$ cat src/rtl/vector_distance_l2_cosine_assert.svh
// Assertion macros shared by the vector distance RTL.
`ifndef VECTOR_DISTANCE_L2_COSINE_ASSERT_SVH
`define VECTOR_DISTANCE_L2_COSINE_ASSERT_SVH

// cond must hold on every clock outside reset
`define VDLC_ASSERT_ALWAYS(lbl, clk, rst_n, cond, msg) \
    lbl: assert property (@(posedge clk) disable iff (!rst_n) (cond)) else $error(msg);

// ante implies cons on the same clock
`define VDLC_ASSERT_IMPL(lbl, clk, rst_n, ante, cons, msg) \
    lbl: assert property (@(posedge clk) disable iff (!rst_n) (ante) |-> (cons)) \
        else $error(msg);

// ante implies cons on the following clock
`define VDLC_ASSERT_NEXT(lbl, clk, rst_n, ante, cons, msg) \
    lbl: assert property (@(posedge clk) disable iff (!rst_n) (ante) |=> (cons)) \
        else $error(msg);

`endif

$ cat src/rtl/vdlc_pkg.sv
// Types and constants for the vector distance block.
package vdlc_pkg;

    localparam int ELEM_W     = 16;  // element field width on the bus
    localparam int SQ_W       = 45;  // squared-difference sum, up to 8192 pairs
    localparam int DOT_W      = 44;  // signed dot product sum
    localparam int NRM_W      = 43;  // squared norm sum
    localparam int MAG_W      = DOT_W - 1;
    localparam int SQRT_W     = 46;  // root unit operand, even width
    localparam int ROOT_W     = SQRT_W / 2;
    localparam int NRT_W      = 22;  // root of a norm sum
    localparam int DEN_W      = 2 * NRT_W;
    localparam int FRAC_BITS  = 15;
    localparam int Q_BITS     = FRAC_BITS + 2; // quotient stays below 2^17
    localparam int QCNT_W     = $clog2(Q_BITS);
    localparam int RES_W      = 23;
    localparam int IN_DATA_W  = 32;
    localparam int OUT_DATA_W = 24;
    localparam int FIFO_DEPTH = 2;
    localparam int FIFO_CNT_W = $clog2(FIFO_DEPTH + 1);
    localparam int FIFO_PTR_W = (FIFO_DEPTH > 1) ? $clog2(FIFO_DEPTH) : 1;

    localparam logic METRIC_L2  = 1'b0;
    localparam logic METRIC_COS = 1'b1;

    localparam logic signed [ELEM_W-1:0] Q15_MAX = 16'sh7FFF;
    localparam logic signed [ELEM_W-1:0] Q15_MIN = 16'sh8000;

    typedef struct packed {
        logic                    metric;
        logic [SQ_W-1:0]         sq;
        logic signed [DOT_W-1:0] dot;
        logic [NRM_W-1:0]        nu;
        logic [NRM_W-1:0]        nv;
    } t_job;

    typedef enum logic [2:0] {
        S_IDLE,
        S_L2,
        S_RU,
        S_RV,
        S_MUL,
        S_DIV,
        S_SAT,
        S_DONE
    } t_back_state;

endpackage

$ cat src/rtl/vdlc_fifo.sv
// Small job queue between the accumulator front and the finishing back end.
module vdlc_fifo
    import vdlc_pkg::*;
(
    input  logic                  i_clk,
    input  logic                  i_rst_n,
    input  logic                  i_push,
    input  t_job                  i_job,
    input  logic                  i_pop,
    output t_job                  o_head,
    output logic                  o_empty,
    output logic [FIFO_CNT_W-1:0] o_cnt
);

    t_job                  r_mem [FIFO_DEPTH];
    logic [FIFO_PTR_W-1:0] r_wp;
    logic [FIFO_PTR_W-1:0] r_rp;
    logic [FIFO_CNT_W-1:0] r_cnt;

    function automatic logic [FIFO_PTR_W-1:0] ptr_inc(input logic [FIFO_PTR_W-1:0] p);
        if (p == FIFO_PTR_W'(FIFO_DEPTH - 1)) begin
            return '0;
        end
        return p + 1'b1;
    endfunction

    always_ff @(posedge i_clk) begin
        if (!i_rst_n) begin
            r_wp  <= '0;
            r_rp  <= '0;
            r_cnt <= '0;
        end else begin
            if (i_push) begin
                r_wp <= ptr_inc(r_wp);
            end
            if (i_pop) begin
                r_rp <= ptr_inc(r_rp);
            end
            if (i_push && !i_pop) begin
                r_cnt <= r_cnt + 1'b1;
            end else if (!i_push && i_pop) begin
                r_cnt <= r_cnt - 1'b1;
            end
        end
    end

    always_ff @(posedge i_clk) begin
        if (i_push) begin
            r_mem[r_wp] <= i_job;
        end
    end

    assign o_head  = r_mem[r_rp];
    assign o_empty = (r_cnt == '0);
    assign o_cnt   = r_cnt;

endmodule

$ cat config.mk
export PLATFORM = sky130hd
export DESIGN_NAME = vdlc_fifo
export DESIGN_NICKNAME = d
export VERILOG_FILES = /design/src/rtl/vector_distance_l2_cosine_assert.svh /design/src/rtl/vdlc_pkg.sv /design/src/rtl/vdlc_fifo.sv
export SDC_FILE = /design/constraint.sdc
export NUM_CORES = 1
export LEC_CHECK = 0
export BUFFER_PORTS_ARGS = -buffer_cell sky130_fd_sc_hd__clkbuf_2
export CAP_MARGIN = 30
export CELL_PAD_IN_SITES_DETAIL_PLACEMENT = 1
export CELL_PAD_IN_SITES_GLOBAL_PLACEMENT = 1
export CORE_MARGIN = 3
export CORE_UTILIZATION = 48
export CTS_CLUSTER_SIZE = 12
export DETAILED_ROUTE_END_ITERATION = 10
export HOLD_SLACK_MARGIN = 0.15
export PLACE_DENSITY_LB_ADDON = 0.1
export SYNTH_ARGS = -nofsm -noshare
export SYNTH_HDL_FRONTEND = slang
export SYNTH_SLANG_ARGS = --single-unit
$ cat constraint.sdc
create_clock -name i_clk -period 19.05 [get_ports i_clk]
set_clock_uncertainty 0.05 [all_clocks]
set_input_delay 0.9525 -clock i_clk [delete_from_list [all_inputs] [get_ports i_clk]]
set_output_delay 0.9525 -clock i_clk [all_outputs]
set_load 0.02 [all_outputs]
==> flow_metrics.env, run 1 <==
export IMPL_h_tree_depth=2
export IMPL_num_vias=6768
export IMPL_worst_r2r_cell_count=3
export IMPL_cts_sinks=357
export IMPL_final_max_slew_viol_count=0
export IMPL_cellPowerDensity_nw_per_um2=107.3
export IMPL_post_cts_setup_buffer_count=0
export IMPL_core_region_area_um2=27330
export IMPL_worst_slew_pin_slew_ns=1.030
export IMPL_clockPowerShare=0.356
export IMPL_synth_seq_area_share=0.7907
export IMPL_fin_cells=1348
export IMPL_grt_pass1_wl_um=44510
export IMPL_port_buffers=358
export IMPL_r2r_slack_ns=16.81
export IMPL_required_ns=18.05
export IMPL_syn_to_final_growth_pct=24.10
export IMPL_drc=0
export IMPL_routabilityCongestion=0.7523
export IMPL_status="complete, no violations"
export IMPL_crit_path_max_fanout=132
export IMPL_muxShareOfSynthArea=0.1858
export IMPL_core_rowCount=60
export IMPL_critical_path_class="flip-flop to output pin"
export IMPL_ant_nets=0
export IMPL_pre_cts_ws_ns=15.67
export IMPL_cts_resized=0
export IMPL_fill_cells=2445
export IMPL_period_share=0.2014
export IMPL_power_total_w=0.001797
export IMPL_p_leak_nw=6.645
export IMPL_setup_violations=0
export IMPL_cts_root_buf="clkbuf_16"
export IMPL_cts_tree="done"
export IMPL_max_freq_mhz=260.6
export IMPL_postSynthCellCount=569
export IMPL_slew_headroom=0.3131
export IMPL_sw_frac_of_total=0.2291
export IMPL_grt_pass1_vias=7495
export IMPL_synth_fa_ha_area_frac=0.0009272
export IMPL_cts_buffers_inserted=37
export IMPL_finalHoldViolations=0
export IMPL_hp_class="flip-flop to flip-flop"
export IMPL_dr_pass1_iters=4
export IMPL_drt_initial_drc_count=388
export IMPL_clockBufferDepth=3
export IMPL_overflow=0
export IMPL_yosysWarningCount=0
export IMPL_synth_compound_area_frac=0.001484
export IMPL_cap_viol_max_count=0
export IMPL_nets=1136
export IMPL_track_usage=0.1939
export IMPL_r2r_start="r_wp"
export IMPL_die_y_um=173.7
export IMPL_worst_ep_arrival_time_ns=2.83
export IMPL_synth_top_family_by_area="multiplexers"
export IMPL_p_seq_frac=0.515
export IMPL_synthDistinctLibCells=17
export IMPL_die_x_um=173.7
export IMPL_grt_start_max_net_pins=133
export IMPL_synthesis_area_um2=13490
export IMPL_rr_endpoint="r_mem[0][37]"
export IMPL_pin_count=359
export IMPL_dpl_cell_count=1286
export IMPL_routed_via_density=5.021
export IMPL_hpwlAfterDp_um=21000
export IMPL_synthXorXnorAreaFrac=0.001947
export IMPL_timing_final_crit_period_ns=3.837
export IMPL_internal_power_w=0.001385
export IMPL_fin_ws_ns=15.21
export IMPL_clkLatencyLatePin_ns=0.49
export IMPL_initial_core_util=0.4938
export IMPL_yosys_area_share_simple=0.003523
export IMPL_combPwrFrac=0.129
export IMPL_tns_ns=0
export IMPL_cts_hold_buf=0
export IMPL_dieArea_um2=30160
export IMPL_final_util=0.6128
export IMPL_wl_um=30360
export IMPL_syn_num_nets=750
export IMPL_cp_start_kind="flip-flop"
export IMPL_wl_per_cell_um=22.52
export IMPL_rsz0062_at_grt="false"
export IMPL_path_clk_slew_ns=0.06
export IMPL_crit_path_end_kind="output pin"
export IMPL_synth_seq_cells=357
export IMPL_antenna_found_initial=7
export IMPL_switchingPower_w=0.0004117
export IMPL_peakVddDrop_v=0.00008415
export IMPL_synth_avg_cell_area_um2=23.72
export IMPL_drive_gt1_frac=0.6000
export IMPL_endpoint="o_head[74]"
layout make-up:
class                      instances  area, um2  share of cell area
inverter                           1      3.754           0.0002241
sequential                       357      10670              0.6374
tap                              372      465.4             0.02779
clock buffer                      56       1007             0.06015
multi-input combinational        191       2624              0.1567
antenna                            1      2.502           0.0001494
clock inverter                     3      37.54            0.002241
timing repair buffer             367       1932              0.1154
kinds of logic after synthesis:
kind of cell    count (synthesis)
flops                         357
xor+xnor                        3
simple gates                    8
mux                           176
fa+ha+maj                       1
buf+inv                        21
compound gates                  3
metrics by stage:
stage	hold WS, ns	area [um2]
3_3_place_gp	0.4452	15620
2_1_floorplan	0.5046	13490
4_1_cts	0.5221	16690
3_5_place_dp	0.5156	15640
5_1_grt	0.5449	16750
6_report	0.5159	16750
power groups by stage:
stage	Combinational, W	Sequential (W)	Clock [W]
4_1_cts	0.000234	0.000926	0.000660
3_5_place_dp	0.000233	0.000942	0
3_3_place_gp	0.000227	0.000938	0
2_1_floorplan	0.000156	0.000942	0
6_report	0.000232	0.000925	0.000640
5_1_grt	0.000245	0.000928	0.000689
worst max-delay path: stages, from the launching register on:
cell	delay, ns
dfxtp_4	0.84
buf_12	0.81
mux2_4	0.37
clkbuf_2	0.16
worst min path at each step:
stage,from,to,slack [ns],cells after the start
floorplan,r_rp,flip-flop,0.50,2
global placement,o_cnt[1],o_cnt[1],0.45,2
detailed placement,o_cnt[1],o_cnt[1],0.52,2
CTS,o_cnt[1],o_cnt[1],0.52,2
global route,o_cnt[1],o_cnt[1],0.54,2
finish,o_cnt[1],o_cnt[1],0.52,2
flip-flops by register name, indices dropped and copies added, names as in the netlist, named ones only:
name,count
r_mem,352
o_cnt,2
r_rp,1
r_wp,1
layer usage:
| metal | vias to the layer above | track usage | part of all wire |
|---|---|---|---|
| li1 | 3032 | - | - |
| met5 | - | 0 | 0.0027 |
| met1 | 3385 | 0.2202 | 0.36 |
| met2 | 282 | 0.3465 | 0.52 |
| met3 | 57 | 0.06570 | 0.087 |
| met4 | 12 | 0.05965 | 0.026 |
cell usage after synthesis:
master,instances,area (um2)
edfxtp_1,352,10570
mux2_4,140,2102
mux2_2,36,405.4
buf_6,17,191.4
dfxtp_1,5,100.1
and2_1,4,25.02
buf_2,3,15.01
nor2b_1,2,12.51
xor2_1,2,17.52
a21boi_0,1,7.510
ha_1,1,12.51
inv_1,1,3.750
nor2_1,1,3.750
o21a_1,1,7.510
o21ai_0,1,5.000
or3_1,1,6.260
xnor2_1,1,8.760
cell usage in the layout, fill, tap and decap left out, drive strengths merged:
master,n
edfxtp,352
nor2b,2
buf,9
a21boi,1
nor2,1
clkinv,2
o21ai,1
or3,1
clkbuf,414
o21a,1
inv,1
ha,1
and2,4
dfxtp,5
xnor2,1
mux2,176
bufinv,1
xor2,2
diode,1
No activity file was read; power rests on OpenSTA's default activity.
==> run 2, diff against run 1 <==
CORE_UTILIZATION = 40   (was 48)
clock period = 3.4 ns   (was 19.05 ns; I/O delays follow)
==> run 2 against run 1 <==
Routed wire length grew 5.6%. Clock power grew to 6.2 times the previous value. Non-clock buffer count increased by 180. Global-route usage is 1.9 points lower.
==> flow_metrics.env, run 2 (synthesis gave the netlist of run 1 again) <==
export IMPL_status="complete, no violations"
export IMPL_drc=0
export IMPL_path_clk_slew_ns=0.06
export IMPL_ant_nets=0
export IMPL_tns_ns=0
export IMPL_worst_r2r_cell_count=4
export IMPL_peakVddDrop_v=0.0004659
export IMPL_wl_um=32060
export IMPL_dieArea_um2=35970
export IMPL_internal_power_w=0.008180
export IMPL_cellPowerDensity_nw_per_um2=564.9
export IMPL_grt_start_max_net_pins=85
export IMPL_r2r_start="r_wp"
export IMPL_post_cts_setup_buffer_count=0
export IMPL_cts_buffers_inserted=39
export IMPL_wl_per_cell_um=19.92
export IMPL_critical_path_class="flip-flop to output pin"
export IMPL_holdPathEnd="o_cnt[1]"
export IMPL_cts_sinks=357
export IMPL_core_region_area_um2=32870
export IMPL_drt_initial_drc_count=257
export IMPL_pre_cts_ws_ns=1.314
export IMPL_core_rowCount=66
export IMPL_cts_hold_buf=179
export IMPL_nets=1318
export IMPL_sw_frac_of_total=0.2298
export IMPL_dr_pass1_iters=6
export IMPL_port_buffers=358
export IMPL_p_seq_frac=0.488
export IMPL_pin_count=359
export IMPL_r2r_slack_ns=1.65
export IMPL_crit_path_end_kind="output pin"
export IMPL_period_share=0.7508
export IMPL_cts_tree="done"
export IMPL_track_usage=0.1746
export IMPL_rr_endpoint="r_wp"
export IMPL_worst_slew_pin_slew_ns=0.6434
export IMPL_die_x_um=189.7
export IMPL_cp_start_kind="flip-flop"
export IMPL_rsz0062_at_grt="false"
export IMPL_max_freq_mhz=391.7
export IMPL_hp_class="input port to flip-flop"
export IMPL_h_tree_depth=2
export IMPL_cts_resized=0
export IMPL_cts_root_buf="clkbuf_16"
export IMPL_p_leak_nw=7.481
export IMPL_overflow=0
export IMPL_min_path_cells=4
export IMPL_finalHoldViolations=0
export IMPL_clockPowerShare=0.373
export IMPL_drive_gt1_frac=0.5094
export IMPL_layout_cells_most_common="clkbuf_2"
export IMPL_antenna_found_initial=2
export IMPL_crit_path_max_fanout=33
export IMPL_fin_ws_ns=0.8473
export IMPL_layout_common_cells="clkbuf_2, edfxtp_1, dlygate4sd3_1"
export IMPL_worst_ep_arrival_time_ns=2.33
export IMPL_clkLatencyLatePin_ns=0.50
export IMPL_switchingPower_w=0.002441
export IMPL_combPwrFrac=0.139
export IMPL_num_vias=7363
export IMPL_clockBufferDepth=3
export IMPL_min_delay_start="i_push"
export IMPL_die_y_um=189.7
export IMPL_timing_final_crit_period_ns=2.553
export IMPL_grt_pass1_wl_um=48540
export IMPL_routed_via_density=4.576
export IMPL_slew_headroom=0.5711
export IMPL_routabilityCongestion=0.7673
export IMPL_initial_core_util=0.4106
export IMPL_top_register="r_mem"
export IMPL_final_max_slew_viol_count=0
export IMPL_grt_pass1_vias=8417
export IMPL_required_ns=3.18
export IMPL_cap_viol_max_count=0
export IMPL_setup_violations=0
export IMPL_hpwlAfterDp_um=20510
export IMPL_syn_to_final_growth_pct=39.32
export IMPL_largest_register_ffs=352
-- run 2: worst max path at each step --
stage | end | start | cells past startpoint
4_1_cts | o_head[12] | flip-flop | 3
6_report | o_head[12] | flip-flop | 3
3_5_place_dp | o_head[12] | flip-flop | 3
5_1_grt | o_head[12] | flip-flop | 3
2_1_floorplan | r_mem[0][0] | r_wp | 1
3_3_place_gp | o_head[174] | flip-flop | 3
-- run 2: power groups by stage --
| stage | logic, W | clock network (W) | registers [W] |
|---|---|---|---|
| 2_1_floorplan | 0.000877 | 0 | 0.00524 |
| 3_3_place_gp | 0.00128 | 0 | 0.00526 |
| 3_5_place_dp | 0.00131 | 0 | 0.00527 |
| 4_1_cts | 0.00149 | 0.00409 | 0.00518 |
| 5_1_grt | 0.00157 | 0.00427 | 0.00520 |
| 6_report | 0.00148 | 0.00397 | 0.00518 |
-- run 2: worst max-delay path, stage by stage (launching register included) --
cell and delay, ns:
dfxtp_4 0.76, buf_4 0.48, mux2_2 0.40, clkbuf_2 0.17
-- run 2: area by class of cell --
type / instances / area (um2)
antenna: 1 / 2.502
clock buffer: 54 / 1095
clock inverter: 16 / 113.9
fill: 3050 / 14070
inverter: 1 / 3.754
multi-input combinational: 191 / 2624
sequential: 357 / 10680
tap: 442 / 553.0
timing repair buffer: 547 / 3734
-- run 2: routing by layer --
metal,routed length [um],vias up,GRT usage
met5,7,-,0
met4,781,2,0.04777
met3,2219,53,0.04736
met2,16880,258,0.3160
met1,12170,3646,0.2049
li1,-,3404,-
-- run 2: metrics by stage --
| step | area (um2) | hold WS (ns) | util | instances | power, W |
|---|---|---|---|---|---|
| 4_1_cts | 18800 | 0.1621 | 0.5720 | 1608 | 0.01076 |
| 6_report | 18800 | 0.1778 | 0.5720 | 1609 | 0.01062 |
| 2_1_floorplan | 13500 | 0.2189 | - | 569 | 0.006121 |
| 3_3_place_gp | 15800 | 0.3087 | 0.4807 | 1359 | 0.006538 |
| 3_5_place_dp | 15800 | 0.3130 | 0.4807 | 1359 | 0.006585 |
| 5_1_grt | 18800 | 0.2086 | 0.5720 | 1609 | 0.01104 |
