==> src/rtl/vector_distance_l2_cosine_assert.svh <==
// Assertion macros shared by the vector distance RTL.
`ifndef VECTOR_DISTANCE_L2_COSINE_ASSERT_SVH
`define VECTOR_DISTANCE_L2_COSINE_ASSERT_SVH

// cond must hold on every clock outside reset
`define VDLC_ASSERT_ALWAYS(lbl, clk, rst_n, cond, msg) \
    lbl: assert property (@(posedge clk) disable iff (!rst_n) (cond)) else $error(msg);

// ante implies cons on the same clock
`define VDLC_ASSERT_IMPL(lbl, clk, rst_n, ante, cons, msg) \
    lbl: assert property (@(posedge clk) disable iff (!rst_n) (ante) |-> (cons)) \
        else $error(msg);

// ante implies cons on the following clock
`define VDLC_ASSERT_NEXT(lbl, clk, rst_n, ante, cons, msg) \
    lbl: assert property (@(posedge clk) disable iff (!rst_n) (ante) |=> (cons)) \
        else $error(msg);

`endif

==> src/rtl/vdlc_pkg.sv <==
// Types and constants for the vector distance block.
package vdlc_pkg;

    localparam int ELEM_W     = 16;  // element field width on the bus
    localparam int SQ_W       = 45;  // squared-difference sum, up to 8192 pairs
    localparam int DOT_W      = 44;  // signed dot product sum
    localparam int NRM_W      = 43;  // squared norm sum
    localparam int MAG_W      = DOT_W - 1;
    localparam int SQRT_W     = 46;  // root unit operand, even width
    localparam int ROOT_W     = SQRT_W / 2;
    localparam int NRT_W      = 22;  // root of a norm sum
    localparam int DEN_W      = 2 * NRT_W;
    localparam int FRAC_BITS  = 15;
    localparam int Q_BITS     = FRAC_BITS + 2; // quotient stays below 2^17
    localparam int QCNT_W     = $clog2(Q_BITS);
    localparam int RES_W      = 23;
    localparam int IN_DATA_W  = 32;
    localparam int OUT_DATA_W = 24;
    localparam int FIFO_DEPTH = 2;
    localparam int FIFO_CNT_W = $clog2(FIFO_DEPTH + 1);
    localparam int FIFO_PTR_W = (FIFO_DEPTH > 1) ? $clog2(FIFO_DEPTH) : 1;

    localparam logic METRIC_L2  = 1'b0;
    localparam logic METRIC_COS = 1'b1;

    localparam logic signed [ELEM_W-1:0] Q15_MAX = 16'sh7FFF;
    localparam logic signed [ELEM_W-1:0] Q15_MIN = 16'sh8000;

    typedef struct packed {
        logic                    metric;
        logic [SQ_W-1:0]         sq;
        logic signed [DOT_W-1:0] dot;
        logic [NRM_W-1:0]        nu;
        logic [NRM_W-1:0]        nv;
    } t_job;

    typedef enum logic [2:0] {
        S_IDLE,
        S_L2,
        S_RU,
        S_RV,
        S_MUL,
        S_DIV,
        S_SAT,
        S_DONE
    } t_back_state;

endpackage

==> src/rtl/vdlc_isqrt.sv <==
// Integer square root, one result bit per cycle.
module vdlc_isqrt
    import vdlc_pkg::*;
(
    input  logic              i_clk,
    input  logic              i_rst_n,
    input  logic              i_start,
    input  logic [SQRT_W-1:0] i_val,
    output logic              o_done,
    output logic [ROOT_W-1:0] o_root
);

    logic              r_busy;
    logic              r_done;
    logic [SQRT_W-1:0] r_n;
    logic [SQRT_W-1:0] r_root;
    logic [SQRT_W-1:0] r_bit;
    logic [SQRT_W-1:0] w_trial;
    logic              w_ge;

    assign w_trial = r_root + r_bit;
    assign w_ge    = (r_n >= w_trial);

    always_ff @(posedge i_clk) begin
        if (!i_rst_n) begin
            r_busy <= 1'b0;
            r_done <= 1'b0;
        end else begin
            r_done <= 1'b0;
            if (i_start) begin
                r_busy <= 1'b1;
            end else if (r_busy && r_bit[0]) begin
                r_busy <= 1'b0;
                r_done <= 1'b1;
            end
        end
    end

    always_ff @(posedge i_clk) begin
        if (i_start) begin
            r_n    <= i_val;
            r_root <= '0;
            r_bit  <= SQRT_W'(1) << (SQRT_W - 2);
        end else if (r_busy) begin
            if (w_ge) begin
                r_n    <= r_n - w_trial;
                r_root <= (r_root >> 1) + r_bit;
            end else begin
                r_root <= r_root >> 1;
            end
            r_bit <= r_bit >> 2;
        end
    end

    assign o_done = r_done;
    assign o_root = r_root[ROOT_W-1:0];

endmodule

==> src/rtl/vdlc_back.sv <==
// Back end: square roots, cosine divide and saturation, result register.
module vdlc_back
    import vdlc_pkg::*;
(
    input  logic                  i_clk,
    input  logic                  i_rst_n,
    input  logic                  i_empty,
    input  t_job                  i_head,
    output logic                  o_pop,
    output logic                  m_axis_tvalid,
    input  logic                  m_axis_tready,
    output logic [OUT_DATA_W-1:0] m_axis_tdata   // result[22:0], zero pad
);

    t_back_state              r_state;
    t_back_state              n_state;
    t_job                     r_job;
    logic [NRT_W-1:0]         r_ru;
    logic [NRT_W-1:0]         r_rv;
    logic [DEN_W-1:0]         r_den;
    logic [DEN_W-1:0]         r_rem;
    logic [Q_BITS-1:0]        r_low;
    logic [Q_BITS-1:0]        r_quo;
    logic [QCNT_W-1:0]        r_dcnt;
    logic                     r_neg;
    logic [RES_W-1:0]         r_res;
    logic                     r_m_valid;
    logic [RES_W-1:0]         r_m_data;

    logic                     w_sq_start;
    logic [SQRT_W-1:0]        w_sq_val;
    logic                     w_sq_done;
    logic [ROOT_W-1:0]        w_root;
    logic                     w_out_free;
    logic [DOT_W-1:0]         w_abs;
    logic [MAG_W-1:0]         w_mag;
    logic [DEN_W:0]           w_trial;
    logic                     w_ge;
    logic signed [ELEM_W-1:0] w_sat;

    vdlc_isqrt u_isqrt (
        .i_clk   (i_clk),
        .i_rst_n (i_rst_n),
        .i_start (w_sq_start),
        .i_val   (w_sq_val),
        .o_done  (w_sq_done),
        .o_root  (w_root)
    );

    assign w_out_free = !r_m_valid || m_axis_tready;

    always_ff @(posedge i_clk) begin
        if (!i_rst_n) begin
            r_state <= S_IDLE;
        end else begin
            r_state <= n_state;
        end
    end

    always_comb begin
        n_state    = r_state;
        o_pop      = 1'b0;
        w_sq_start = 1'b0;
        w_sq_val   = SQRT_W'(i_head.sq);
        case (r_state)
            S_IDLE: begin
                if (!i_empty) begin
                    o_pop = 1'b1;
                    if (i_head.metric == METRIC_L2) begin
                        w_sq_start = 1'b1;
                        n_state    = S_L2;
                    end else if (i_head.nu == '0 || i_head.nv == '0) begin
                        n_state = S_DONE;
                    end else begin
                        w_sq_start = 1'b1;
                        w_sq_val   = SQRT_W'(i_head.nu);
                        n_state    = S_RU;
                    end
                end
            end
            S_L2: begin
                if (w_sq_done) begin
                    n_state = S_DONE;
                end
            end
            S_RU: begin
                if (w_sq_done) begin
                    w_sq_start = 1'b1;
                    w_sq_val   = SQRT_W'(r_job.nv);
                    n_state    = S_RV;
                end
            end
            S_RV: begin
                if (w_sq_done) begin
                    n_state = S_MUL;
                end
            end
            S_MUL: begin
                n_state = S_DIV;
            end
            S_DIV: begin
                if (r_dcnt == QCNT_W'(Q_BITS - 1)) begin
                    n_state = S_SAT;
                end
            end
            S_SAT: begin
                n_state = S_DONE;
            end
            S_DONE: begin
                if (w_out_free) begin
                    n_state = S_IDLE;
                end
            end
            default: begin
                n_state = S_IDLE;
            end
        endcase
    end

    // magnitude of the dot product and one restoring divide step
    always_comb begin
        w_abs   = r_job.dot[DOT_W-1] ? DOT_W'(-r_job.dot) : DOT_W'(r_job.dot);
        w_mag   = w_abs[MAG_W-1:0];
        w_trial = {r_rem, r_low[Q_BITS-1]};
        w_ge    = (w_trial >= {1'b0, r_den});
    end

    // truncated quotient, then clamp to Q1.15
    always_comb begin
        if (!r_neg) begin
            w_sat = (r_quo > Q_BITS'(Q15_MAX)) ? Q15_MAX : $signed(r_quo[ELEM_W-1:0]);
        end else begin
            w_sat = (r_quo[Q_BITS-1:ELEM_W-1] != '0) ? Q15_MIN
                                                     : $signed(-r_quo[ELEM_W-1:0]);
        end
    end

    always_ff @(posedge i_clk) begin
        case (r_state)
            S_IDLE: begin
                if (!i_empty) begin
                    r_job <= i_head;
                    r_res <= '0;
                end
            end
            S_L2: begin
                if (w_sq_done) begin
                    r_res <= RES_W'(w_root);
                end
            end
            S_RU: begin
                if (w_sq_done) begin
                    r_ru <= w_root[NRT_W-1:0];
                end
            end
            S_RV: begin
                if (w_sq_done) begin
                    r_rv <= w_root[NRT_W-1:0];
                end
            end
            S_MUL: begin
                r_den  <= DEN_W'(r_ru) * DEN_W'(r_rv);
                r_rem  <= DEN_W'(w_mag >> 2);
                r_low  <= {w_mag[1:0], {FRAC_BITS{1'b0}}};
                r_quo  <= '0;
                r_dcnt <= '0;
                r_neg  <= r_job.dot[DOT_W-1];
            end
            S_DIV: begin
                r_rem  <= w_ge ? DEN_W'(w_trial - {1'b0, r_den}) : w_trial[DEN_W-1:0];
                r_quo  <= {r_quo[Q_BITS-2:0], w_ge};
                r_low  <= r_low << 1;
                r_dcnt <= r_dcnt + 1'b1;
            end
            S_SAT: begin
                r_res <= RES_W'(w_sat);
            end
            default: begin
            end
        endcase
    end

    always_ff @(posedge i_clk) begin
        if (!i_rst_n) begin
            r_m_valid <= 1'b0;
        end else if (r_state == S_DONE && w_out_free) begin
            r_m_valid <= 1'b1;
        end else if (m_axis_tready) begin
            r_m_valid <= 1'b0;
        end
    end

    always_ff @(posedge i_clk) begin
        if (r_state == S_DONE && w_out_free) begin
            r_m_data <= r_res;
        end
    end

    assign m_axis_tvalid = r_m_valid;
    assign m_axis_tdata  = OUT_DATA_W'(r_m_data);

endmodule

==> config.mk <==
export PLATFORM = sky130hd
export DESIGN_NAME = vdlc_back
export DESIGN_NICKNAME = d
export VERILOG_FILES = /design/src/rtl/vector_distance_l2_cosine_assert.svh /design/src/rtl/vdlc_pkg.sv /design/src/rtl/vdlc_isqrt.sv /design/src/rtl/vdlc_back.sv
export SDC_FILE = /design/constraint.sdc
export NUM_CORES = 2
export LEC_CHECK = 0
export ABC_AREA = 1
export ABC_CLOCK_PERIOD_IN_PS = 9600
export BUFFER_PORTS_ARGS = -buffer_cell sky130_fd_sc_hd__buf_4
export CAP_MARGIN = 20
export CELL_PAD_IN_SITES_DETAIL_PLACEMENT = 0
export CELL_PAD_IN_SITES_GLOBAL_PLACEMENT = 2
export CORE_MARGIN = 1
export CORE_UTILIZATION = 28
export DETAILED_ROUTE_END_ITERATION = 16
export PLACE_DENSITY = 0.77
export SLEW_MARGIN = 20
export SYNTH_ARGS = -nofsm -noshare
export SYNTH_HDL_FRONTEND = slang
export SYNTH_HIERARCHICAL = 1
export SYNTH_SLANG_ARGS = --single-unit
==> constraint.sdc <==
create_clock -name i_clk -period 9.6 [get_ports i_clk]
set_clock_uncertainty 0.05 [all_clocks]
set_input_delay 1.92 -clock i_clk [delete_from_list [all_inputs] [get_ports i_clk]]
set_output_delay 1.92 -clock i_clk [all_outputs]
set_load 0.02 [all_outputs]
==> impl_metrics.yaml <==
run_status:
  status: "finished, final reports clean"
worst_hold_path:
  hold_path_class: "reg2reg"
  min_from: "r_res[22]$_DFFE_PP_"
synth:
  yosys_warnings: 6
  seq_area_frac_synth_pct: 23.9
  synthesis.area_sq_mm: 0.0486
  ys_types: 58
  synthCells: 6864
  ys_ff_latch: 411
  synth_ff_type: "edfxtp_1"
  syn_area_per_cell_sq_um: 7.08
  synth_edf_count: 336
  async_flop_share_pct: 0
clock_tree:
  post_cts_buffers: 0
  htreeDepth: 2
  cts_buffer_depth: 3
  cts-buffers-inserted: 55
  cts_sinks: 411
  cts_root_buffer: "clkbuf_16"
  clk_pin_slew_ns: 0.06
  tritoncts: "built"
  worstSkewPairLatency_ns: 0.69
  ctsHoldBuffers: 0
  post_cts_resized: 0
sta:
  grt_setup_unrepaired: "false"
  finalCritPeriodShare_pct: 78.3
  slew_headroom_pct: 22.4
  max_freq_ghz: 0.133
  setup_violations: 0
  hold_viol: 0
  timing.setup.tns_ns: 0
  final-max-slew-violation-count: 0
  period_needed_ns: 7.52
  worstMarginPinSlew_ns: 1.16
power_and_ir_drop:
  ir_drop_v: 0.000217
  p_per_area_mw_per_mm2: 276
  leakage_nw: 26.9
  p_seq_share_pct: 22.9
  switchingPower_w: 0.00782
  pwr-share-comb_pct: 62.1
  pwr-share-clk_pct: 15.1
  p_int_w: 0.00715
  p_sw_share_pct: 52.2
detailed_routing:
  drt_first_pass_iters: 6
  drt_iter0_drc: 3040
  drc: 0
  wl_per_cell_um: 19.0
  via_count: 43354
  ant_nets: 0
  viasPerCell: 4.67
  drt-total-wl_mm: 177
floorplanning:
  dieArea_sq_mm: 0.175
  initial_core_util_pct: 28.3
  core-area_sq_mm: 0.172
  die_w_um: 419
  ios: 206
  die_h_um: 419
  row_count: 152
cells_and_area:
  nFillCells: 18863
  register_area_sq_mm: 0.0116
  final_area_sq_mm: 0.0543
  finalNetCount: 7817
  multi_input_area_sq_mm: 0.0308
  area_growth_syn_to_layout_pct: 11.7
  drive_gt1_share_pct: 6.60
global_routing:
  grt_pass1_vias: 43821
  antenna_found_initial: 2
  gr-usage-all-layers_pct: 20.1
  overflow: 0
  grt_pass1_wl_mm: 269
  grt_max_degree: 74
setup_path:
  crit_path_start: "r_rv[13]$_DFFE_PP_"
  critical_path_class: "reg2reg"
  end_kind: "flip-flop"
  critPathArrivalTime_ns: 7.91
  r2r_start: "r_rv[13]$_DFFE_PP_"
  worstSetupStartpointType: "flip-flop"
  required_ns: 9.99
  cp_max_fo: 22
flow_run:
  cap_violations: 0
place:
  place_area_sq_mm: 0.0523
  numPortBuffers: 204
  dp_hpwl_mm: 144
  gp_congestion: 0.916
==> logic make-up after synthesis <==
group | share of synthesized area, %
other cells | 0.00772
flops | 23.9
xor+xnor | 2.69
compound gates | 7.65
buf+inv | 12.9
fa+ha+maj | 24.2
simple gates | 28.7
==> power groups by stage <==
stage	logic [W]	registers (W)	clock network, W
2_1_floorplan	0.00658	0.00313	0
3_3_place_gp	0.00933	0.00346	0
3_5_place_dp	0.00932	0.00347	0
4_1_cts	0.00936	0.00343	0.00232
5_1_grt	0.0104	0.00348	0.00237
6_report	0.00929	0.00343	0.00225
==> routing by layer <==
layer / global-route usage, % / vias up / routed length, um / part of all wire, %
met5: 0 / - / 0 / 0
met4: 5.63 / 0 / 5000 / 2.8
met3: 1.76 / 191 / 6570 / 3.7
met2: 35.7 / 894 / 87200 / 49
met1: 25.9 / 20815 / 78200 / 44
li1: - / 21454 / - / -
==> synth_stat cells (15+ instances only) <==
master	n	area (sq um)
nand2_1	2039	7650
inv_1	1370	5140
nor2_1	544	2040
nand3_1	486	2430
fa_1	399	7990
edfxtp_1	336	10100
ha_1	302	3780
a21oi_1	252	1260
o21ai_0	220	1100
clkbuf_1	161	604
dfxtp_1	75	1500
xor2_1	75	657
xnor2_1	74	648
nand3b_1	60	450
nand4_1	55	344
nor3_1	50	250
a22oi_1	43	323
o21bai_1	30	225
buf_2	28	140
buf_4	25	188
a21oi_2	21	184
nand3_2	20	200
a21o_1	18	135
a31oi_1	18	113
nand2_2	18	113
or2_2	18	113
nor4_1	15	93.8
==> worst max-delay path, stage by stage (launching register included) <==
cell      delay, ns
edfxtp_1       1.07
nand2_1        0.22
fa_1           0.53
inv_1          0.05
fa_1           0.49
inv_1          0.06
fa_1           0.48
inv_1          0.06
fa_1           0.52
fa_1           0.52
fa_1           0.58
inv_1          0.07
fa_1           0.54
inv_1          0.05
ha_1           0.36
nand2_1        0.12
nor2_1         0.26
nand2_1        0.12
inv_1          0.12
nand3_1        0.07
o21ai_0        0.54
nand2_1        0.19
nand3_1        0.13
nand2_1        0.06
==> worst paths after layout <==
| path | to | slack (ns) | cells past startpoint |
|---|---|---|---|
| max | r_den[41]$_DFFE_PP_ | 2.08 | 23 |
| min | r_m_data[22]$_DFFE_PP_ | 0.37 | 0 |
| max reg2reg | r_den[41]$_DFFE_PP_ | 2.08 | 23 |
| min reg2reg | r_m_data[22]$_DFFE_PP_ | 0.37 | 0 |
==> through the flow <==
step | setup slack (ns) | power [W] | hold slack (ns) | instances | util, %
after floorplan | 1.25 | 0.00971 | 0.350 | 6865 | -
after global placement | 2.10 | 0.0128 | 0.354 | 9188 | 30.4
after detailed placement | 2.09 | 0.0128 | 0.356 | 9188 | 30.4
after CTS | 2.12 | 0.0151 | 0.370 | 9289 | 31.6
after global routing | 1.64 | 0.0163 | 0.375 | 9290 | 31.6
final | 2.08 | 0.0150 | 0.367 | 9291 | 31.6
==> area by class of cell <==
type / count / share of cell area, %
multi-input cells: 4838 / 56.7
diodes: 1 / 0.00461
clock buffers: 62 / 2.66
clock inverters: 39 / 0.919
flip-flops and latches: 411 / 21.4
inverters: 1384 / 9.57
well taps: 2310 / 5.32
repair buffers: 246 / 3.44
==> state kept, by name, summed over array words and instances (netlist names), 2 cells and up <==
register and cells:
r_m_data 23, r_job 87, u_isqrt/r_bit 23, r_res 23
r_den 44, u_isqrt/r_n 46, r_ru 22, u_isqrt/r_root 46
r_dcnt 5, r_rem 44, r_state 3, r_low 2
r_quo 17, r_rv 22
==> placed cells by master (no fill, tap or decap), types with 19 or more instances in the layout <==
master        n
a21oi_1     251
nand3_1     485
dfxtp_1      74
inv_1      1367
nor3_1       49
xnor2_1      74
edfxtp_1    336
clkbuf_16    55
buf_4       245
nand2_1    2037
nor2_1      541
nand3_2      21
fa_1        399
ha_1        302
xor2_1       75
nand4_1      55
nand3b_1     60
o21ai_0     219
a21oi_2      22
nand2_2      19
o21bai_1     30
a22oi_1      43
Note: power is estimated with default switching activity, not from simulation.
